<file path="config.mk">
export PLATFORM = sky130hd
export DESIGN_NAME = gql_fifo
export DESIGN_NICKNAME = d
export VERILOG_FILES = /design/src/sv/gql_pkg.sv /design/src/sv/gql_fifo.sv
export VERILOG_INCLUDE_DIRS = /design/src /design/src/sv
export SDC_FILE = /design/constraint.sdc
export NUM_CORES = 1
export LEC_CHECK = 0
export ABC_AREA = 1
export BUFFER_PORTS_ARGS = -buffer_cell sky130_fd_sc_hd__buf_2
export CAP_MARGIN = 20
export CORE_MARGIN = 10
export CORE_UTILIZATION = 30
export CTS_CLUSTER_SIZE = 24
export DETAILED_ROUTE_END_ITERATION = 10
export PLACE_DENSITY = 0.53
export SYNTH_ARGS = -nofsm -noshare
export SYNTH_HDL_FRONTEND = slang
export SYNTH_SLANG_ARGS = --single-unit
</file>
<file path="constraint.sdc">
create_clock -name clk -period 13.98 [get_ports clk]
set_input_delay 1.398 -clock clk [delete_from_list [all_inputs] [get_ports clk]]
set_output_delay 1.398 -clock clk [all_outputs]
set_load 0.1 [all_outputs]
</file>
<file path="src/sv/assert_macros.svh">
// Assertion helpers shared by the glyph layout RTL.
// Both expect clk and rst_n in the including module.
`ifndef ASSERT_MACROS_SVH
`define ASSERT_MACROS_SVH

// property must hold at every clock edge out of reset
`define GQL_ASSERT(lbl, prop) \
    lbl: assert property (@(posedge clk) disable iff (!rst_n) (prop)) \
        else $error("gql: assertion failed");

// condition must never be seen at a clock edge out of reset
`define GQL_NEVER(lbl, cond) \
    lbl: assert property (@(posedge clk) disable iff (!rst_n) !(cond)) \
        else $error("gql: forbidden condition seen");

`endif

</file>
<file path="src/sv/gql_pkg.sv">
package gql_pkg;

    localparam int GLYPH_SLOTS_DEF = 256;
    localparam int QUEUE_DEPTH     = 8;

    localparam int CFG_W      = 16;
    localparam int CFG_ADDR_W = 3;

    localparam logic [CFG_ADDR_W-1:0] CFG_SCALE      = 3'd0;
    localparam logic [CFG_ADDR_W-1:0] CFG_SPACING    = 3'd1;
    localparam logic [CFG_ADDR_W-1:0] CFG_SPACE_ADV  = 3'd2;
    localparam logic [CFG_ADDR_W-1:0] CFG_LINE_ADV   = 3'd3;
    localparam logic [CFG_ADDR_W-1:0] CFG_FONT_STYLE = 3'd4;

    localparam logic [15:0] CODE_NL  = 16'd10;
    localparam logic [15:0] CODE_SP  = 16'd32;
    localparam logic [15:0] CODE_TAB = 16'd9;

    localparam logic REQ_LOAD   = 1'b0;
    localparam logic REQ_LAYOUT = 1'b1;

    localparam logic KIND_VERTEX  = 1'b0;
    localparam logic KIND_MISSING = 1'b1;

    localparam logic [1:0] CORNER_TL = 2'd0;
    localparam logic [1:0] CORNER_BR = 2'd3;

    // what the back end does with one layout request
    typedef enum logic [2:0] {
        ACT_MISS    = 3'd0,
        ACT_NEWLINE = 3'd1,
        ACT_SPACE   = 3'd2,
        ACT_TAB     = 3'd3,
        ACT_GLYPH   = 3'd4
    } act_t;

    typedef struct packed {
        logic [15:0]       scale;
        logic signed [7:0] spacing;
        logic [11:0]       space_adv;
        logic [11:0]       line_adv;
        logic [5:0]        style;
    } cfg_t;

    typedef struct packed {
        logic               req_type;
        logic [15:0]        char_code;
        logic               first_char;
        logic [5:0]         load_style;
        logic signed [15:0] offset_x;
        logic signed [15:0] offset_y;
        logic signed [15:0] box_width;
        logic signed [15:0] box_height;
        logic [15:0]        tex_left;
        logic [15:0]        tex_right;
        logic [15:0]        tex_top;
        logic [15:0]        tex_bottom;
    } req_t;

    // classified request, metrics already scaled
    typedef struct packed {
        act_t        act;
        logic        first;
        logic [15:0] code;
        logic [15:0] sox;
        logic [15:0] soy;
        logic [15:0] sw;
        logic [15:0] sh;
        logic [15:0] sadv;
        logic [15:0] tl;
        logic [15:0] tr;
        logic [15:0] tt;
        logic [15:0] tb;
    } entry_t;

    typedef struct packed {
        logic               kind;
        logic [1:0]         corner;
        logic signed [15:0] x;
        logic signed [15:0] y;
        logic [15:0]        u;
        logic [15:0]        v;
        logic [15:0]        missing_code;
        logic               last;
    } res_t;

endpackage

</file>
<file path="src/sv/gql_fifo.sv">
`include "assert_macros.svh"

module gql_fifo (
    input  logic            clk,
    input  logic            rst_n,
    input  logic            push,
    input  gql_pkg::entry_t din,
    input  logic            pop,
    output gql_pkg::entry_t dout,
    output logic            nonempty
);

    localparam int DEPTH = gql_pkg::QUEUE_DEPTH;
    localparam int PTR_W = $clog2(DEPTH);
    localparam int CNT_W = $clog2(DEPTH + 1);

    gql_pkg::entry_t  mem_reg [DEPTH];
    logic [PTR_W-1:0] wr_ptr_reg, wr_ptr_next;
    logic [PTR_W-1:0] rd_ptr_reg, rd_ptr_next;
    logic [CNT_W-1:0] cnt_reg, cnt_next;

    always_comb
    begin
        wr_ptr_next = wr_ptr_reg;
        rd_ptr_next = rd_ptr_reg;
        cnt_next    = cnt_reg;
        if (push)
        begin
            wr_ptr_next = (wr_ptr_reg == PTR_W'(DEPTH - 1)) ? '0 : wr_ptr_reg + 1'b1;
        end
        if (pop)
        begin
            rd_ptr_next = (rd_ptr_reg == PTR_W'(DEPTH - 1)) ? '0 : rd_ptr_reg + 1'b1;
        end
        case ({push, pop})
            2'b10:   cnt_next = cnt_reg + 1'b1;
            2'b01:   cnt_next = cnt_reg - 1'b1;
            default: cnt_next = cnt_reg;
        endcase
    end

    always_ff @(posedge clk or negedge rst_n)
    begin
        if (!rst_n)
        begin
            wr_ptr_reg <= '0;
            rd_ptr_reg <= '0;
            cnt_reg    <= '0;
        end
        else
        begin
            wr_ptr_reg <= wr_ptr_next;
            rd_ptr_reg <= rd_ptr_next;
            cnt_reg    <= cnt_next;
        end
    end

    always_ff @(posedge clk)
    begin
        if (push)
        begin
            mem_reg[wr_ptr_reg] <= din;
        end
    end

    assign dout     = mem_reg[rd_ptr_reg];
    assign nonempty = (cnt_reg != '0);

    `GQL_NEVER(a_no_overflow, push && !pop && (cnt_reg == CNT_W'(DEPTH)))
    `GQL_NEVER(a_no_underflow, pop && (cnt_reg == '0))

endmodule

</file>
==> results of run 1 <==
## metal layers
layer | vias up | global-route usage (%) | wire length (µm)
met5 | - | 0 | 188
met4 | 32 | 5.02 | 3830
met3 | 238 | 3.17 | 6760
met2 | 717 | 22.8 | 64400
met1 | 15500 | 17.0 | 56000
li1 | 14500 | - | -
## critical path, cell delays in order (launching register included)
cell and delay, ns:
sky130_fd_sc_hd__dfrtp_4 1.00, sky130_fd_sc_hd__buf_12 0.54, sky130_fd_sc_hd__buf_4 0.70, sky130_fd_sc_hd__buf_4 0.68, sky130_fd_sc_hd__o21ai_0 0.20, sky130_fd_sc_hd__o22ai_1 0.21, sky130_fd_sc_hd__nand2_1 0.06, sky130_fd_sc_hd__nand2_1 0.18
sky130_fd_sc_hd__buf_2 0.46
## layout by cell type, fill, tap and decap left out, types with 2 or more instances in the layout
master,count
sky130_fd_sc_hd__buf_12,5
sky130_fd_sc_hd__buf_16,2
sky130_fd_sc_hd__buf_2,332
sky130_fd_sc_hd__buf_4,46
sky130_fd_sc_hd__bufinv_16,10
sky130_fd_sc_hd__clkbuf_1,38
sky130_fd_sc_hd__clkbuf_16,149
sky130_fd_sc_hd__clkinv_1,26
sky130_fd_sc_hd__clkinv_2,19
sky130_fd_sc_hd__clkinv_8,6
sky130_fd_sc_hd__dfrtp_1,7
sky130_fd_sc_hd__dfrtp_4,3
sky130_fd_sc_hd__diode_2,14
sky130_fd_sc_hd__edfxtp_1,1312
sky130_fd_sc_hd__ha_1,7
sky130_fd_sc_hd__inv_1,10
sky130_fd_sc_hd__inv_6,6
sky130_fd_sc_hd__inv_8,2
sky130_fd_sc_hd__nand2_1,513
sky130_fd_sc_hd__nand3_1,4
sky130_fd_sc_hd__nor2_1,661
sky130_fd_sc_hd__nor2_4,8
sky130_fd_sc_hd__o21ai_0,354
sky130_fd_sc_hd__o21ai_1,310
sky130_fd_sc_hd__o22ai_1,328
sky130_fd_sc_hd__xnor2_1,2
## final cells by class
| cell class | count | area (µm²) |
|---|---|---|
| inverter | 13 | 90.1 |
| sequential | 1322 | 39700 |
| timing repair buffer | 385 | 2160 |
| fill | 16300 | 110000 |
| clock inverter | 69 | 672 |
| tap | 2218 | 2780 |
| antenna | 14 | 35.0 |
| clock buffer | 188 | 3880 |
| multi-input combinational | 2190 | 10000 |
## cells by family (layout without fill, tap and decap cells)
| logic type | count (synthesis) | after routing | share of synthesized area, % |
|---|---|---|---|
| other | 0 | 14 | 0 |
| adders and majority gates | 7 | 7 | 0.171 |
| AOI/OAI and AO/OA | 994 | 994 | 10.5 |
| xor gates and xnor gates | 3 | 3 | 0.0513 |
| DFF | 1322 | 1322 | 77.4 |
| and+or+nand+nor | 1186 | 1186 | 8.70 |
| buffers and inverters | 266 | 655 | 3.11 |
## Yosys cell counts
| cell | count |
|---|---|
| sky130_fd_sc_hd__buf_1 | 11 |
| sky130_fd_sc_hd__inv_12 | 1 |
| sky130_fd_sc_hd__o21a_1 | 1 |
| sky130_fd_sc_hd__o22ai_1 | 328 |
| sky130_fd_sc_hd__buf_6 | 55 |
| sky130_fd_sc_hd__edfxtp_1 | 1312 |
| sky130_fd_sc_hd__nand3_1 | 4 |
| sky130_fd_sc_hd__nor2_1 | 669 |
| sky130_fd_sc_hd__xnor2_1 | 2 |
| sky130_fd_sc_hd__nand2_1 | 513 |
| sky130_fd_sc_hd__clkbuf_2 | 1 |
| sky130_fd_sc_hd__xor2_1 | 1 |
| sky130_fd_sc_hd__buf_8 | 4 |
| sky130_fd_sc_hd__clkbuf_1 | 123 |
| sky130_fd_sc_hd__o21ai_1 | 310 |
| sky130_fd_sc_hd__inv_2 | 1 |
| sky130_fd_sc_hd__o21ai_0 | 354 |
| sky130_fd_sc_hd__ha_1 | 7 |
| sky130_fd_sc_hd__dfrtp_1 | 10 |
| sky130_fd_sc_hd__a21oi_1 | 1 |
| sky130_fd_sc_hd__buf_2 | 39 |
| sky130_fd_sc_hd__buf_4 | 20 |
| sky130_fd_sc_hd__inv_1 | 11 |
## worst max-delay path by stage
stage	slack (ns)	from	cells past startpoint	to
floorplan	4.95	push	2	mem_reg[1][0]
global placement	8.17	rd_ptr_reg[0]	8	dout[98]
detailed placement	8.15	rd_ptr_reg[0]	8	dout[100]
CTS	7.30	rd_ptr_reg[0]	8	dout[106]
global route	7.05	rd_ptr_reg[0]	8	dout[93]
finish	7.45	rd_ptr_reg[0]	8	dout[91]
## per-stage QoR
step / area (µm²) / hold slack (ns) / std cells / util [%] / worst slack (ns)
floorplan: 51200 / 0.488 / 3778 / - / 4.95
detailed placement: 54600 / 0.524 / 6126 / 32.2 / 8.15
CTS: 59200 / 0.439 / 6383 / 34.9 / 7.30
global route: 59300 / 0.463 / 6395 / 35.0 / 7.05
global placement: 54600 / 0.516 / 6126 / 32.2 / 8.17
finish: 59300 / 0.501 / 6399 / 35.0 / 7.45
==> metrics, run 1 <==
run status finished clean; total wirelength of the detailed-routed design 131,000 µm; sequential fraction of the synthesis area 77.4%; area of the mapped netlist 51,200 µm²; Fmax achieved 153 MHz; layout cells sized above 1 14.2%; number of top-level pins 333; floorplan die area 188,000 µm²; TritonCTS clock tree yes; final critical path time including I/O delays and setup 6.53 ns; Maximum Capacitance Violations 0; reg-to-reg startpoint wr_ptr_reg[0]; Crit path arrival time 5.13 ns; Final period util 46.7%; Die Width 433 µm; Layout area overhead 15.8%; initial drt markers 2,322; Core Box Area 169,000 µm²; initial antenna violation count 36; TritonCTS Buffers 144; layout net count 4,231; worst hold-check path type in2async; Mapped Nets 3,953; RD Place Congestion 0.719; number of buffers on the longest clock path 3; effective utilization at floorplan 30.2%; maximum fanout encountered on the critical timing path 176; H-tree levels 4; syn avg cell area 13.6 µm²; worst-case register-to-register setup slack 10.51 ns; I/O Buffers 332; count of final max-slew check failures 0; cts hold-fix bufs 0; post-synth top area cell sky130_fd_sc_hd__edfxtp_1; number of different library cells in the post-synthesis netlist 23; critical path class reg2out; row count 151; number of synthesis warnings 0; buffer cell driving the clock tree root sky130_fd_sc_hd__clkbuf_16; flops & latches, synth 1,322; grt ovf 0; RSZ-0062 raised after global routing false; Critical R2R Capture mem_reg[1][100]; CP endpoint kind primary output; Worst-path clk slew 0.06 ns; Final setup viols 0; number of hold-slack violations in the final timing report 0; endpoint required time on the critical path 12.58 ns; Worst Clk Skew 0.0192 ns; global router's overall resource usage 13.6%; Remaining DRCs 0; count of cells resized by post-cts repair 0; Setup TNS Final 0 ns; Slew Limit Headroom 29.2%; depth of the worst register-to-register path 5; post-detail-place hpwl 67,100 µm; CP startpoint kind flip-flop; post-CTS setup repair buffer count 0; via density per instance 4.85; Worst Max-Slew Pin Slew 1.06 ns; top post-synthesis cells by area sky130_fd_sc_hd__edfxtp_1 77%, sky130_fd_sc_hd__nor2_1 4.9%, sky130_fd_sc_hd__o22ai_1 4.0%, sky130_fd_sc_hd__nand2_1 3.8%, sky130_fd_sc_hd__o21ai_0 3.5%; TritonCTS sink count 1,322; share of Yosys cell area claimed by the top area cell type 76.9%; Detail Route Antenna Nets 0; via count of the first global-routing pass 30.8k; max FFs per register 1,312; pin count of the biggest net entering global routing 275; post-synthesis cell count 3,778; final routed wire length divided by cell count 20.5 µm; die height 433 µm; total via count in the routed design 31.0k; number of detailed-route iterations in the first pass 5; wire length of the first global-routing pass 196,000 µm; Clock Latency Late Sink 0.78 ns
Power of run 1 is left out: the tool's default activity adds up to more than one toggle a clock period on the data nets, which glitch-free logic cannot reach.
==> run 2: changes to the inputs <==
--- a/config.mk
+++ b/config.mk
@@ -6,7 +6,7 @@
 export SDC_FILE = /design/constraint.sdc
 export NUM_CORES = 1
 export LEC_CHECK = 0
-export ABC_AREA = 1
+export ABC_AREA = 0
 export BUFFER_PORTS_ARGS = -buffer_cell sky130_fd_sc_hd__buf_2
 export CAP_MARGIN = 20
 export CORE_MARGIN = 10
==> constraint.sdc (replaced) <==
create_clock -name clk -period 6.55 [get_ports clk]
set_input_delay 0.655 -clock clk [delete_from_list [all_inputs] [get_ports clk]]
set_output_delay 0.655 -clock clk [all_outputs]
set_load 0.1 [all_outputs]
==> run 2 against run 1 <==
Register-to-register slack got worse by 6.8 ns. Synthesized cell count fell by 48%. Global-route usage fell by 1.1 points. Critical path depth fell by 4. Die area fell by 1.6%.
==> metrics, run 2 <==
leading cell type in the layout, fill and taps excluded sky130_fd_sc_hd__edfxtp_1; number of top-level pins 333; beginning of the worst hold path din[159]; Final setup viols 0; Crit path arrival time 3.78 ns; number of synthesis warnings 0; layout net count 2,546; number of buffers on the longest clock path 3; Largest delay share family, worst path multiplexers; buffers plus inverters on the worst setup path 2; total wirelength of the detailed-routed design 116,000 µm; Util after Layout 35.5%; top post-synthesis cells by area sky130_fd_sc_hd__edfxtp_1 78%, sky130_fd_sc_hd__mux4_2 8.7%, sky130_fd_sc_hd__mux4_1 6.9%, sky130_fd_sc_hd__mux2_2 3.8%, sky130_fd_sc_hd__buf_6 0.69%; wire length of the first global-routing pass 169,000 µm; critical path class reg2out; worst hold-check path type in2reg; top library cells by usage in the layout, fill and taps aside 1,312 x sky130_fd_sc_hd__edfxtp_1, 332 x sky130_fd_sc_hd__buf_2, 195 x sky130_fd_sc_hd__mux4_2; area used by multi-input combinational logic 10,100 µm²; Filler Cells Inserted 15.2k; Worst Max-Slew Pin Slew 1.25 ns; post-CTS setup repair buffer count 0; flip-flop and latch area 39,700 µm²; Die Width 430 µm; H-tree levels 4; max FFs per register 1,312; number of detailed-route iterations in the first pass 5; via density per instance 4.66; final non-filler cell area 59,300 µm²; CP endpoint kind primary output; Worst-path clk slew 0.06 ns; number of enable flip-flop cells after synthesis 1,312; Layout area overhead 17.8%; maximum fanout encountered on the critical timing path 90; met3 track utilization from global routing 2.63%; global router's overall resource usage 12.5%; global routing met2 resource utilization 23.4%; effective utilization at floorplan 30.1%; Core Box Area 167,000 µm²; grt ovf 0; final cell count without fillers 4,697; share of Yosys cell area claimed by the top area cell type 78.3%; busiest grt layer met2; Synth Flop Type sky130_fd_sc_hd__edfxtp_1; buffer cell driving the clock tree root sky130_fd_sc_hd__clkbuf_16; Final period util 67.7%; count of cells resized by post-cts repair 0; final critical path time including I/O delays and setup 4.43 ns; Post-Place Cell Area 54,700 µm²; Setup crit start rd_ptr_reg[0]; area of the mapped netlist 50,300 µm²; post-detail-place hpwl 61,800 µm; count of final max-slew check failures 0; flops & latches, synth 1,322; RD Place Congestion 0.664; initial antenna violation count 43; Fmax achieved 226 MHz; post-synthesis cell count 1,951; reg-to-reg startpoint rd_ptr_reg[1]; TritonCTS sink count 1,322; sequential fraction of the synthesis area 78.8%; post-synth top area cell sky130_fd_sc_hd__edfxtp_1; run status finished clean; final routed wire length divided by cell count 24.7 µm; TritonCTS Buffers 145; global-route met1 utilization 13.8%; Remaining DRCs 0; Worst Clk Skew 0.0264 ns; Maximum Capacitance Violations 0; via count of the first global-routing pass 24.1k; Detail Route Antenna Nets 0; worst stage delay on the critical path 0.94 ns; pin count of the biggest net entering global routing 135; leading cell types by count after synthesis 1,312 x sky130_fd_sc_hd__edfxtp_1, 195 x sky130_fd_sc_hd__mux4_2, 171 x sky130_fd_sc_hd__mux2_2; Slew Limit Headroom 16.6%; layout cells sized above 1 37.9%; Clock Latency Late Sink 0.80 ns; share of flip-flops with an asynchronous set or reset after synthesis 0.756%; cts hold-fix bufs 1; I/O Buffers 332; row count 150; number of different library cells in the post-synthesis netlist 24; cells along the critical path buf_12 > mux4_1 > mux2_2 > buf_2; Mapped Nets 2,126; initial drt markers 1,456; worst hold slack after final layout 0.112 ns; number of hold-slack violations in the final timing report 0; die height 430 µm; RSZ-0062 raised after global routing false; floorplan die area 185,000 µm²; syn avg cell area 25.8 µm²; total via count in the routed design 21.9k; top-count cell post-synth sky130_fd_sc_hd__edfxtp_1; TritonCTS clock tree yes; endpoint required time on the critical path 5.89 ns; cell count after placement 4,427; CP startpoint kind flip-flop; cell at the slowest stage of the critical path sky130_fd_sc_hd__dfrtp_4
## run 2: stage by stage
step	setup slack [ns]	setup TNS [ns]
after floorplan	-1.73	-2060.20
after global placement	2.90	0
after detailed placement	2.88	0
after CTS	1.99	0
after global routing	1.88	0
final	2.12	0
## run 2: layer usage
layer,vias up,wire (µm)
met5,-,58
met1,11800,44500
met4,6,3540
met2,438,63900
met3,253,4160
li1,9417,-
## run 2: final timing paths
| path | depth (start not counted) | endpoint | slack (ns) |
|---|---|---|---|
| worst max-delay path | 4 | dout[120] | 2.12 |
| worst min-delay path | 1 | mem_reg[2][159] | 0.11 |
| worst max register to register | 5 | rd_ptr_reg[0] | 3.75 |
| worst min register to register | 1 | cnt_reg[3] | 0.52 |
| max in group asynchronous | 2 | rd_ptr_reg[1] | 5.95 |
| min in group asynchronous | 2 | wr_ptr_reg[0] | 0.37 |
## run 2: layout make-up
class                           instances  share of cell area [%]
Sequential cell                      1322                    66.8
Multi-Input combinational cell        536                    17.1
Clock buffer                          181                    6.34
Tap cell                             2204                    4.65
Timing Repair Buffer                  365                    3.58
Clock inverter                         82                    1.46
Antenna cell                            6                  0.0253
Inverter                                1                 0.00633
## run 2: cells by family after synthesis
logic type / Yosys count / synth area share, %
multiplexers: 499 / 19.5
XOR/XNOR: 5 / 0.0870
AND/OR/NAND/NOR: 21 / 0.204
AO/OA/AOI/OAI: 4 / 0.0497
buffers and inverters: 93 / 1.24
adder cells (fa/ha/maj): 7 / 0.174
flip-flops: 1322 / 78.8
Power of run 2 is left out for the same reason.
