<file path="src/sv/assert_macros.svh">
// Assertion helpers shared by the glyph layout RTL.
// Both expect clk and rst_n in the including module.
`ifndef ASSERT_MACROS_SVH
`define ASSERT_MACROS_SVH

// property must hold at every clock edge out of reset
`define GQL_ASSERT(lbl, prop) \
    lbl: assert property (@(posedge clk) disable iff (!rst_n) (prop)) \
        else $error("gql: assertion failed");

// condition must never be seen at a clock edge out of reset
`define GQL_NEVER(lbl, cond) \
    lbl: assert property (@(posedge clk) disable iff (!rst_n) !(cond)) \
        else $error("gql: forbidden condition seen");

`endif

</file>
<file path="src/sv/gql_pkg.sv">
package gql_pkg;

    localparam int GLYPH_SLOTS_DEF = 256;
    localparam int QUEUE_DEPTH     = 8;

    localparam int CFG_W      = 16;
    localparam int CFG_ADDR_W = 3;

    localparam logic [CFG_ADDR_W-1:0] CFG_SCALE      = 3'd0;
    localparam logic [CFG_ADDR_W-1:0] CFG_SPACING    = 3'd1;
    localparam logic [CFG_ADDR_W-1:0] CFG_SPACE_ADV  = 3'd2;
    localparam logic [CFG_ADDR_W-1:0] CFG_LINE_ADV   = 3'd3;
    localparam logic [CFG_ADDR_W-1:0] CFG_FONT_STYLE = 3'd4;

    localparam logic [15:0] CODE_NL  = 16'd10;
    localparam logic [15:0] CODE_SP  = 16'd32;
    localparam logic [15:0] CODE_TAB = 16'd9;

    localparam logic REQ_LOAD   = 1'b0;
    localparam logic REQ_LAYOUT = 1'b1;

    localparam logic KIND_VERTEX  = 1'b0;
    localparam logic KIND_MISSING = 1'b1;

    localparam logic [1:0] CORNER_TL = 2'd0;
    localparam logic [1:0] CORNER_BR = 2'd3;

    // what the back end does with one layout request
    typedef enum logic [2:0] {
        ACT_MISS    = 3'd0,
        ACT_NEWLINE = 3'd1,
        ACT_SPACE   = 3'd2,
        ACT_TAB     = 3'd3,
        ACT_GLYPH   = 3'd4
    } act_t;

    typedef struct packed {
        logic [15:0]       scale;
        logic signed [7:0] spacing;
        logic [11:0]       space_adv;
        logic [11:0]       line_adv;
        logic [5:0]        style;
    } cfg_t;

    typedef struct packed {
        logic               req_type;
        logic [15:0]        char_code;
        logic               first_char;
        logic [5:0]         load_style;
        logic signed [15:0] offset_x;
        logic signed [15:0] offset_y;
        logic signed [15:0] box_width;
        logic signed [15:0] box_height;
        logic [15:0]        tex_left;
        logic [15:0]        tex_right;
        logic [15:0]        tex_top;
        logic [15:0]        tex_bottom;
    } req_t;

    // classified request, metrics already scaled
    typedef struct packed {
        act_t        act;
        logic        first;
        logic [15:0] code;
        logic [15:0] sox;
        logic [15:0] soy;
        logic [15:0] sw;
        logic [15:0] sh;
        logic [15:0] sadv;
        logic [15:0] tl;
        logic [15:0] tr;
        logic [15:0] tt;
        logic [15:0] tb;
    } entry_t;

    typedef struct packed {
        logic               kind;
        logic [1:0]         corner;
        logic signed [15:0] x;
        logic signed [15:0] y;
        logic [15:0]        u;
        logic [15:0]        v;
        logic [15:0]        missing_code;
        logic               last;
    } res_t;

endpackage

</file>
<file path="src/sv/gql_back.sv">
`include "assert_macros.svh"

module gql_back (
    input  logic            clk,
    input  logic            rst_n,
    input  gql_pkg::cfg_t   cfg,
    input  logic            head_valid,
    input  gql_pkg::entry_t head,
    output logic            deq,
    output logic            empty,
    input  logic            pop,
    output gql_pkg::res_t   res
);

    logic            cur_valid_reg, cur_valid_next;
    gql_pkg::entry_t cur_reg;
    logic [1:0]      corner_reg, corner_next;
    logic [15:0]     pen_x_reg, pen_x_next;
    logic [15:0]     pen_line_reg, pen_line_next;
    logic            out_valid_reg, out_valid_next;
    gql_pkg::res_t   out_reg, out_next;

    logic        out_free;
    logic        emit;
    logic        done;
    logic        take;
    logic [15:0] left, right, top, bottom;

    assign out_free = !out_valid_reg || pop;

    always_comb
    begin
        emit = 1'b0;
        done = 1'b0;
        if (cur_valid_reg)
        begin
            case (cur_reg.act) inside
                gql_pkg::ACT_NEWLINE, gql_pkg::ACT_SPACE, gql_pkg::ACT_TAB:
                begin
                    done = 1'b1;
                end
                gql_pkg::ACT_MISS:
                begin
                    emit = out_free;
                    done = out_free;
                end
                gql_pkg::ACT_GLYPH:
                begin
                    emit = out_free;
                    done = out_free && (corner_reg == gql_pkg::CORNER_BR);
                end
                default:
                begin
                    done = 1'b1;
                end
            endcase
        end
    end

    assign take = head_valid && (!cur_valid_reg || done);
    assign deq  = take;

    // quad edges from the current pen
    assign left   = pen_x_reg + cur_reg.sox;
    assign right  = left + cur_reg.sw;
    assign top    = pen_line_reg + cur_reg.soy;
    assign bottom = top + cur_reg.sh;

    always_comb
    begin
        pen_x_next    = pen_x_reg;
        pen_line_next = pen_line_reg;
        if (done)
        begin
            case (cur_reg.act)
                gql_pkg::ACT_NEWLINE:
                begin
                    pen_line_next = pen_line_reg + {4'b0, cfg.line_adv};
                    pen_x_next    = '0;
                end
                gql_pkg::ACT_SPACE: pen_x_next = pen_x_reg + {4'b0, cfg.space_adv};
                gql_pkg::ACT_TAB:   pen_x_next = pen_x_reg + {2'b0, cfg.space_adv, 2'b0};
                gql_pkg::ACT_GLYPH: pen_x_next = pen_x_reg + cur_reg.sadv;
                default:            pen_x_next = pen_x_reg;
            endcase
        end
        // first character of a string restarts the layout
        if (take && head.first)
        begin
            pen_x_next    = '0;
            pen_line_next = '0;
        end
    end

    always_comb
    begin
        cur_valid_next = cur_valid_reg;
        corner_next    = corner_reg;
        if (take)
        begin
            cur_valid_next = 1'b1;
            corner_next    = gql_pkg::CORNER_TL;
        end
        else
        begin
            if (done)
            begin
                cur_valid_next = 1'b0;
            end
            if (emit && (cur_reg.act == gql_pkg::ACT_GLYPH))
            begin
                corner_next = corner_reg + 1'b1;
            end
        end
    end

    always_comb
    begin
        out_valid_next = out_valid_reg;
        out_next       = out_reg;
        if (emit)
        begin
            out_valid_next = 1'b1;
            if (cur_reg.act == gql_pkg::ACT_MISS)
            begin
                out_next.kind         = gql_pkg::KIND_MISSING;
                out_next.corner       = gql_pkg::CORNER_TL;
                out_next.x            = '0;
                out_next.y            = '0;
                out_next.u            = '0;
                out_next.v            = '0;
                out_next.missing_code = cur_reg.code;
                out_next.last         = 1'b1;
            end
            else
            begin
                out_next.kind         = gql_pkg::KIND_VERTEX;
                out_next.corner       = corner_reg;
                out_next.x            = corner_reg[0] ? right : left;
                out_next.y            = corner_reg[1] ? bottom : top;
                out_next.u            = corner_reg[0] ? cur_reg.tr : cur_reg.tl;
                out_next.v            = corner_reg[1] ? cur_reg.tb : cur_reg.tt;
                out_next.missing_code = '0;
                out_next.last         = (corner_reg == gql_pkg::CORNER_BR);
            end
        end
        else if (pop)
        begin
            out_valid_next = 1'b0;
        end
    end

    always_ff @(posedge clk or negedge rst_n)
    begin
        if (!rst_n)
        begin
            cur_valid_reg <= 1'b0;
            corner_reg    <= gql_pkg::CORNER_TL;
            pen_x_reg     <= '0;
            pen_line_reg  <= '0;
            out_valid_reg <= 1'b0;
        end
        else
        begin
            cur_valid_reg <= cur_valid_next;
            corner_reg    <= corner_next;
            pen_x_reg     <= pen_x_next;
            pen_line_reg  <= pen_line_next;
            out_valid_reg <= out_valid_next;
        end
    end

    always_ff @(posedge clk)
    begin
        if (take)
        begin
            cur_reg <= head;
        end
        out_reg <= out_next;
    end

    assign empty = !out_valid_reg;
    assign res   = out_reg;

    `GQL_ASSERT(a_corner_only_in_glyph, (corner_reg != gql_pkg::CORNER_TL) |-> (cur_valid_reg && (cur_reg.act == gql_pkg::ACT_GLYPH)))
    `GQL_ASSERT(a_last_on_br, (out_valid_reg && (out_reg.kind == gql_pkg::KIND_VERTEX) && out_reg.last) |-> (out_reg.corner == gql_pkg::CORNER_BR))

endmodule

</file>
<file path="config.mk">
export PLATFORM = sky130hd
export DESIGN_NAME = gql_back
export DESIGN_NICKNAME = d
export VERILOG_FILES = /design/src/sv/gql_pkg.sv /design/src/sv/gql_back.sv
export VERILOG_INCLUDE_DIRS = /design/src /design/src/sv
export SDC_FILE = /design/constraint.sdc
export NUM_CORES = 1
export LEC_CHECK = 0
export BUFFER_PORTS_ARGS = -buffer_cell sky130_fd_sc_hd__buf_4
export CORE_MARGIN = 1
export CORE_UTILIZATION = 35
export DETAILED_ROUTE_END_ITERATION = 7
export SLEW_MARGIN = 0
export SYNTH_ARGS = -nofsm -noshare
export SYNTH_HDL_FRONTEND = slang
export SYNTH_SLANG_ARGS = --single-unit
</file>
<file path="constraint.sdc">
create_clock -name clk -period 12.8 [get_ports clk]
set_input_delay 3.84 -clock clk [delete_from_list [all_inputs] [get_ports clk]]
set_output_delay 3.84 -clock clk [all_outputs]
set_load 0.03 [all_outputs]
</file>
==> metrics.txt, run 1 <==
status finished, final reports clean; Syn Area/Cell 12.30 µm²; Pwr Total 2.852 mW; routability cong. 0.8686; clock transition at the registers of the reported paths 0.06 ns; top-area cell type share of the netlist area 0.4918; Worst Path Class, Setup in -> out; Syn Inst Count 1226; total track usage 0.1727; DRT iter0 DRCs 619; Post-synth ARST share 0.1272; Num Clock Sinks 283; Final Util 0.4472; Synth cell types 76; Root Driver clkbuf_16; actual slew at the worst max-slew pin 1.002 ns; register area 8320 µm²; data arrival time of the worst path 4.90 ns; critical path fanouts, max 25; R2R setup slack 8.60 ns; Mapped Area 15080 µm²; Worst Hold Depth 1; num ports 308; period utilisation layout 0.6831; leading area contributor after synthesis edfxtp_1; TNS Setup 0 ns; Largest register FFs 163; Seq/Total Area, Yosys 0.5515; Final Setup Violations 0; HP Class reg -> reg; CP Launch Type primary input; Syn. warnings 0; multi-input logic area 6509 µm²; Worst VDD drop 0.1076 mV; Hold Path Sink res[15]; initial antenna violation count 2; fin. max-slew vios 0; Post-CTS Hold Fix Bufs 0; hold_sp cur_reg[158]; # port buffers 277; Core Box Area 42230 µm²; Max clock buf depth 3; Vias 10779; Non-Filler Instances 2080; number of global-route vias before repair 10866; Area growth syn-to-layout 25.22%; H-tree depth 2; most used cell, CP buf_4; TritonRoute pass-1 iters 5; die width 209.6 µm; final hold slack 0.5137 ns; CP required 8.96 ns; Slowest-stage cell, CP and2_4; Area after DPL 17740 µm²; wire per inst 18.26 µm; RSZ-0062 raised after global routing no; Synthesized Nets 1561; endpoints failing hold 0; leakage 7.626 nW; Final Cell Area 18890 µm²; post-cts resize count 0; RR Startpoint pen_x_reg[0]; worst path cell trace buf_4 -> nor2b_1 -> o211ai_1 -> and2_4 -> buf_4; die area 43930 µm²; Max Cap Violations 0; Antenna Violating Nets Remaining 0; hpwl dp 27.17 mm; CP max stage delay 0.42 ns; worst reg2reg path endpoint res[80]; setup ws final 4.056 ns; Layout Nets 1848; DRC viols 0; clock latency on the worst-skew pair 0.54 ns; Final Critical Period 8.744 ns; Crit. End Element output port; Final Routed Wirelength 37.98 mm; DP Worst Slack 4.044 ns; Yosys reg bits 283; Layout Skew 0.009584 ns; Via density 5.182; global-route wire length before repair 58.96 mm; PwrDens 151.0 nW/µm²; FILL cells 3887; dpl cells 2014; CTS tree done; Rel. slew slack 0.3277; EDFF count, synth 247; R2R cell count 14; share of cells above drive strength 1 0.2422; CTS buffer count 36; top_reg_cell synth edfxtp_1; Fmax achieved 0.1144 GHz; starting density of the core 0.3572; row count 75; gr ovfl total 0; Die Height 209.6 µm; largest cells by area after synthesis edfxtp_1 (49%), ha_1 (8.8%), dfrtp_1 (6.0%); largest net degree at the start of global routing 75; post-CTS setup buffer count 0
-- synthesized netlist by cell type (7+ instances only) --
cell type / instances
o21bai_1: 12
and2_1: 24
or3_1: 8
nand3_1: 16
fa_1: 7
a31oi_1: 7
nor2_1: 114
o211ai_1: 11
mux2i_1: 48
a211oi_1: 30
mux2_2: 12
o21ai_0: 53
buf_2: 11
ha_1: 106
clkbuf_1: 21
and3_1: 8
a21oi_1: 78
nand2b_1: 8
a221oi_1: 8
nand2_1: 54
nor3_1: 25
xnor2_1: 55
nand4_1: 10
nor4_1: 8
inv_1: 24
dfrtp_1: 36
nor2b_1: 12
a21o_1: 30
o21a_1: 25
xor2_1: 20
edfxtp_1: 247
-- layout make-up --
type,instances,area share
antenna,1,0.0001325
clock buffer,48,0.05174
clock inverter,17,0.008944
inverter,25,0.004969
multi-input combinational,882,0.3446
sequential,283,0.4406
tap,539,0.03571
timing repair buffer,285,0.1133
-- critical path, delay by kind of cell --
kind                   cells  cell delay, ns
and+or+nand+nor            2            0.48
AOI/OAI and AO/OA          1            0.26
buffers and inverters      2            0.31
-- power breakdown --
part           total (mW)  leakage (nW)  internal (mW)  switching [mW]
combinational       0.744          4.25          0.329           0.415
clock               0.992         0.561          0.599           0.393
sequential           1.12          2.82           1.08          0.0340
-- logic make-up (layout without fill, tap and decap cells) --
kind of cell | count (synthesis) | count (layout) | share of synthesized area
other | 0 | 1 | 0
xor gates and xnor gates | 75 | 75 | 0.04355
and+or+nand+nor | 314 | 314 | 0.1032
buffers and inverters | 61 | 375 | 0.01759
muxes | 60 | 60 | 0.04082
adders and majority gates | 113 | 113 | 0.09723
AOI/OAI and AO/OA | 320 | 320 | 0.1461
DFF | 283 | 283 | 0.5515
-- per-layer routing --
metal  GRT usage  routed length [µm]
met1      0.2139               16170
met2      0.2933               18530
met3     0.04130                2258
met4     0.06192                1006
met5           0                  13
-- how the worst max path moves through the flow --
stage | from | to | slack [ns] | depth (start not counted)
final | pop | deq | 4.06 | 5
after global routing | pop | deq | 3.98 | 5
after CTS | pop | deq | 4.04 | 5
after detailed placement | pop | deq | 4.04 | 5
after global placement | pop | deq | 4.08 | 5
after floorplan | pop | deq | 2.51 | 4
-- cells in the final DEF, fill, tap and decap left out, types with 10 or more instances in the layout --
master / synthesis / layout
inv_1: 24 / 23
clkbuf_1: 21 / 10
a211oi_1: 30 / 30
a21o_1: 30 / 30
ha_1: 106 / 106
xnor2_1: 55 / 55
a21oi_1: 78 / 78
and2_1: 24 / 23
edfxtp_1: 247 / 247
mux2i_1: 48 / 48
nand3_1: 16 / 16
nand4_1: 10 / 10
o21a_1: 25 / 25
xor2_1: 20 / 20
mux2_2: 12 / 12
nand2_1: 54 / 54
nor2_1: 114 / 113
dfrtp_1: 36 / 34
clkbuf_16: 0 / 37
o211ai_1: 11 / 11
o21ai_0: 53 / 53
buf_4: 0 / 285
o21bai_1: 12 / 12
nor2b_1: 12 / 12
nor3_1: 25 / 25
Note: power is estimated with default switching activity, not from simulation.
==> inputs of run 2 (changes only) <==
==> constraint.sdc (replaced) <==
create_clock -name clk -period 7.92 [get_ports clk]
set_input_delay 2.376 -clock clk [delete_from_list [all_inputs] [get_ports clk]]
set_output_delay 2.376 -clock clk [all_outputs]
set_load 0.03 [all_outputs]
==> run 2 against run 1 <==
Net effect:
- worst hold slack got worse by 0.00055 ns
- die area did not move
- register-to-register slack got worse by 5.0 ns
- final area rose by 0.14%
- routed wire length fell by 0.50%
- utilization rose by 0.062 points
- clock-buffer cell count did not move
- power rose by 62%
- critical endpoint unchanged
==> metrics.txt, run 2 (synthesized netlist as in run 1, its figures left out) <==
status finished, final reports clean; CP max stage delay 0.24 ns (-0.18 ns); commonest non-fill, non-tap cells in the layout buf_4 (286), edfxtp_1 (247), nor2_1 (113); endpoints failing hold 0 (unchanged); fin. max-slew vios 0 (unchanged); Layout Nets 1849 (+0.054%); starting density of the core 0.3572 (unchanged); CTS buffer count 36 (unchanged); Worst VDD drop 0.1482 mV (+38%); number of global-route vias before repair 10556 (-2.9%); Antenna Violating Nets Remaining 0 (unchanged); CP required 5.54 ns (-3.42 ns); die area 43930 µm² (unchanged); worst path cell trace buf_4 -> nor2b_1 -> o211ai_1 -> and2_4 -> buf_4; wire per inst 18.15 µm (-0.59%); Hold Path Sink res[3]; initial antenna violation count 3 (+1); Root Driver clkbuf_16; Core Box Area 42230 µm² (unchanged); Rel. slew slack 0.2019 (-0.1257); period utilisation layout 0.7189; worst reg2reg path endpoint cur_reg[14]; CP Launch Type primary input; Final Routed Wirelength 37.79 mm (-0.50%); Max clock buf depth 3 (unchanged); Slowest-stage cell, CP nor2b_1; post-CTS setup buffer count 0 (unchanged); HP Class reg -> reg; FILL cells 3883 (-0.10%); total track usage 0.1708 (-0.001877); R2R cell count 8 (-6); Max Cap Violations 0 (unchanged); largest net degree at the start of global routing 75 (unchanged); Layout Skew 0.01092 ns (+0.001331 ns); CTS tree done; H-tree depth 2 (unchanged); Final Setup Violations 0 (unchanged); Vias 10721 (-0.54%); DRT iter0 DRCs 563 (-9.0%); Final Critical Period 5.693 ns; TNS Setup 0 ns (unchanged); Crit. End Element output port; Largest register FFs 163 (unchanged); Die Height 209.6 µm (unchanged); gr ovfl total 0 (unchanged); RR Startpoint corner_reg[0]; # port buffers 277 (unchanged); Worst Path Class, Setup in -> out; TritonRoute pass-1 iters 5 (unchanged); post-cts resize count 0 (unchanged); die width 209.6 µm (unchanged); actual slew at the worst max-slew pin 1.197 ns (+0.1953 ns); multi-input logic area 6509 µm² (unchanged); global-route wire length before repair 58.13 mm (-1.4%); clock latency on the worst-skew pair 0.55 ns (about the same); Area growth syn-to-layout 25.39%; dpl cells 2015 (+0.050%); routability cong. 0.8707 (+0.24%); row count 75 (unchanged); most used cell, CP buf_4; hpwl dp 26.88 mm (-1.1%); share of cells above drive strength 1 0.2422 (unchanged); Post-CTS Hold Fix Bufs 0 (unchanged); leakage 7.634 nW (+0.11%); Non-Filler Instances 2082 (+0.096%); Num Clock Sinks 283 (unchanged); register area 8320 µm² (unchanged); clock transition at the registers of the reported paths 0.05 ns (about the same); hold_sp cur_reg[146]; R2R setup slack 3.62 ns (-4.98 ns); num ports 308 (unchanged); PwrDens 244.5 nW/µm² (+62%); commonest non-fill, non-tap cell in the layout buf_4; RSZ-0062 raised after global routing no; Fmax achieved 0.1756 GHz; Via density 5.149 (-0.63%); data arrival time of the worst path 3.32 ns (-1.58 ns); Worst Hold Depth 1 (unchanged); critical path fanouts, max 3 (-88%); DRC viols 0 (unchanged)
-- run 2: cell types whose count changed in the layout (fill, tap and decap cells not counted), sizes merged --
cell	change
buf	+1
diode	+2
inv	-1
-- run 2: worst max-delay path by stage --
stage / from / end
floorplan: pop / deq
global placement: pop / deq
detailed placement: pop / deq
CTS: pop / deq
global route: pop / deq
finish: pop / deq
-- run 2: area by class of cell --
type,count,share of cell area
Sequential cell,283,0.4400
Multi-Input combinational cell,882,0.3442
Timing Repair Buffer,286,0.1135
Clock buffer,48,0.05167
Tap cell,539,0.03566
Clock inverter,16,0.009659
Inverter,25,0.004962
Antenna cell,3,0.0003970
-- run 2: per-layer routing --
metal / global-route usage / vias to the layer above / share of wire
li1: - / 5285 / -
met1: 0.2145 / 5150 / 0.44
met2: 0.2855 / 241 / 0.48
met3: 0.04384 / 45 / 0.059
met4: 0.05865 / 0 / 0.023
met5: 0 / - / 0
-- run 2: power by group --
part	switching [mW]	leakage, nW	internal [mW]
Clock	0.654	0.565	0.972
Combinational	0.665	4.25	0.532
Sequential	0.0547	2.82	1.75
-- run 2: critical path: cells and delay by family --
| kind | cells | cell delay, ns |
|---|---|---|
| simple gates | 2 | 0.47 |
| buf+inv | 2 | 0.28 |
| compound gates | 1 | 0.19 |
-- run 2: per-stage QoR --
| stage | setup slack, ns | area [µm²] | utilization | total power, mW | hold slack, ns |
|---|---|---|---|---|---|
| 5_1_grt | 2.185 | 18910 | 0.4479 | 4.878 | 0.5267 |
| 3_3_place_gp | 2.267 | 17740 | 0.4202 | 3.005 | 0.4980 |
| 6_report | 2.227 | 18910 | 0.4479 | 4.625 | 0.5132 |
| 4_1_cts | 2.232 | 18900 | 0.4477 | 4.690 | 0.5158 |
| 2_1_floorplan | 0.5602 | 15080 | - | 2.707 | 0.4806 |
| 3_5_place_dp | 2.237 | 17740 | 0.4202 | 3.026 | 0.5024 |
==> inputs of run 3 (changes only) <==
==> constraint.sdc (replaced) <==
create_clock -name clk -period 5.55 [get_ports clk]
set_input_delay 1.665 -clock clk [delete_from_list [all_inputs] [get_ports clk]]
set_output_delay 1.665 -clock clk [all_outputs]
set_load 0.03 [all_outputs]
==> run 3 against run 2 <==
Net effect:
- final area increased by 0.21%
- largest cell class unchanged
- die area unchanged
- sequential share of layout area decreased by 0.093 points
- highest routed layer is now met5
- worst hold slack improved by 0.0030 ns
==> metrics.txt, run 3 (synthesized netlist as in run 1, its figures left out) <==
Worst VDD drop 0.2358 mV (+59%); gr ovfl total 0 (unchanged); Root Driver clkbuf_16; leakage 7.655 nW (+0.27%); fin. max-slew vios 0 (unchanged); global-route wire length before repair 58.74 mm (+1.0%); Largest register FFs 163 (unchanged); dpl cells 2015 (unchanged); DP Worst Slack 1.269 ns (-0.9686 ns); H-tree depth 2 (unchanged); num ports 308 (unchanged); die width 209.6 µm (unchanged); # port buffers 277 (unchanged); Sw Share 0.2946 (-0.002342); Routed met2 length 17.98 mm (-0.72%); actual slew at the worst max-slew pin 1.036 ns (-0.1608 ns); Max Cap Violations 0 (unchanged); Layout Nets 1848 (-0.054%); clock latency on the worst-skew pair 0.55 ns (about the same); hold_sp cur_reg[155]; design internal power 4.669 mW (+44%); Final Critical Period 4.268 ns; data arrival time of the worst path 2.60 ns (-0.72 ns); period utilisation layout 0.7691; commonest non-fill, non-tap cells in the layout buf_4 (284), edfxtp_1 (247), nor2_1 (113); routability cong. 0.8578 (-1.5%); Post-CTS Hold Fix Bufs 0 (unchanged); initial antenna violation count 2 (-1); post-CTS setup buffer count 0 (unchanged); Die Height 209.6 µm (unchanged); largest net degree at the start of global routing 163 (+120%); die area 43930 µm² (unchanged); Clk pwr share 0.351 (about the same); Pwr Total 6.619 mW (+43%); starting density of the core 0.3572 (unchanged); HP Class reg -> reg; Critical Path Source pop; Final Routed Wirelength 38.12 mm (+0.89%); Via density 5.157 (+0.15%); critical path fanouts, max 6 (+3); Sw Pwr 1.950 mW (+42%); Worst Path Class, Setup in -> out; Layout Skew 0.02355 ns (+0.01264 ns); RR Startpoint pen_x_reg[0]; total track usage 0.1728 (+0.001979); final hold slack 0.5162 ns (+0.003026 ns); Non-Filler Instances 2080 (-0.096%); share of cells above drive strength 1 0.2435 (+0.001299); TritonRoute pass-1 iters 6 (+1); hpwl dp 27.31 mm (+1.6%); Max clock buf depth 3 (unchanged); CTS buffer count 35 (-2.8%); RSZ-0062 raised after global routing no; Core Box Area 42230 µm² (unchanged); top layer reached by signal wires met5; Area growth syn-to-layout 25.66%; DRT iter0 DRCs 613 (+8.9%); wire per inst 18.33 µm (+0.99%); Num Clock Sinks 283 (unchanged); row count 75 (unchanged); clock transition at the registers of the reported paths 0.06 ns (about the same); commonest non-fill, non-tap cell in the layout buf_4; Seq pwr share 0.389 (about the same); CTS tree done; Fmax achieved 0.2343 GHz; DR WL met3 2.506 mm (+13%); WL met1 16.59 mm (about the same); Crit. End Element output port; FILL cells 3862 (-0.54%); Final Setup Violations 0 (unchanged); CP Launch Type primary input; Vias 10727 (+0.056%); Antenna Violating Nets Remaining 0 (unchanged); DRC viols 0 (unchanged); CP required 3.88 ns (-1.66 ns); PwrDens 349.3 nW/µm² (+43%); post-cts resize count 0 (unchanged); status finished, final reports clean; endpoints failing hold 0 (unchanged); Rel. slew slack 0.3077 (+0.1058); number of global-route vias before repair 10506 (-0.47%); Logic pwr share 0.260 (about the same); setup ws final 1.282 ns (-0.9452 ns)
[run 3: cell type report]
class | instances | area [µm²] | area share
clock buffers | 51 | 1051 | 0.05546
diodes | 1 | 2.502 | 0.0001320
clock inverters | 13 | 128.9 | 0.006800
flip-flops and latches | 283 | 8320 | 0.4390
repair buffers | 286 | 2172 | 0.1146
well taps | 539 | 674.4 | 0.03558
multi-input cells | 882 | 6509 | 0.3434
inverters | 25 | 93.84 | 0.004951
[run 3: stage by stage]
stage	area (µm²)	setup TNS, ns	util
final	18950	0	0.4488
after global routing	18950	0	0.4488
after CTS	18950	0	0.4487
after detailed placement	17770	0	0.4208
after global placement	17770	0	0.4208
after floorplan	15090	-0.3976	-
[run 3: critical path: stages]
cell      delay [ns]
buf_4           0.11
nor2b_1         0.23
o211ai_1        0.17
and2_4          0.24
buf_4           0.18
[run 3: worst paths after layout]
| kind | to | slack [ns] | depth (start not counted) |
|---|---|---|---|
| worst max-delay path | deq | 1.28 | 5 |
| worst min-delay path | res[12] | 0.52 | 1 |
| worst max register to register | res[80] | 1.38 | 14 |
| worst min register to register | res[12] | 0.52 | 1 |
| max in group asynchronous | corner_reg[1] | 4.05 | 1 |
| min in group asynchronous | pen_x_reg[14] | 1.11 | 1 |
[run 3: power by group through the flow]
stage | logic [mW] | clock network [mW] | registers [mW]
2_1_floorplan | 1.21 | 0 | 2.66
3_3_place_gp | 1.68 | 0 | 2.61
3_5_place_dp | 1.72 | 0 | 2.62
4_1_cts | 1.73 | 2.40 | 2.58
5_1_grt | 1.91 | 2.47 | 2.59
6_report | 1.72 | 2.32 | 2.57
[run 3: metal layers]
layer,global-route usage,up-vias
met3,0.04444,73
li1,-,5272
met1,0.2210,5117
met2,0.2813,263
met4,0.06569,2
met5,0,-
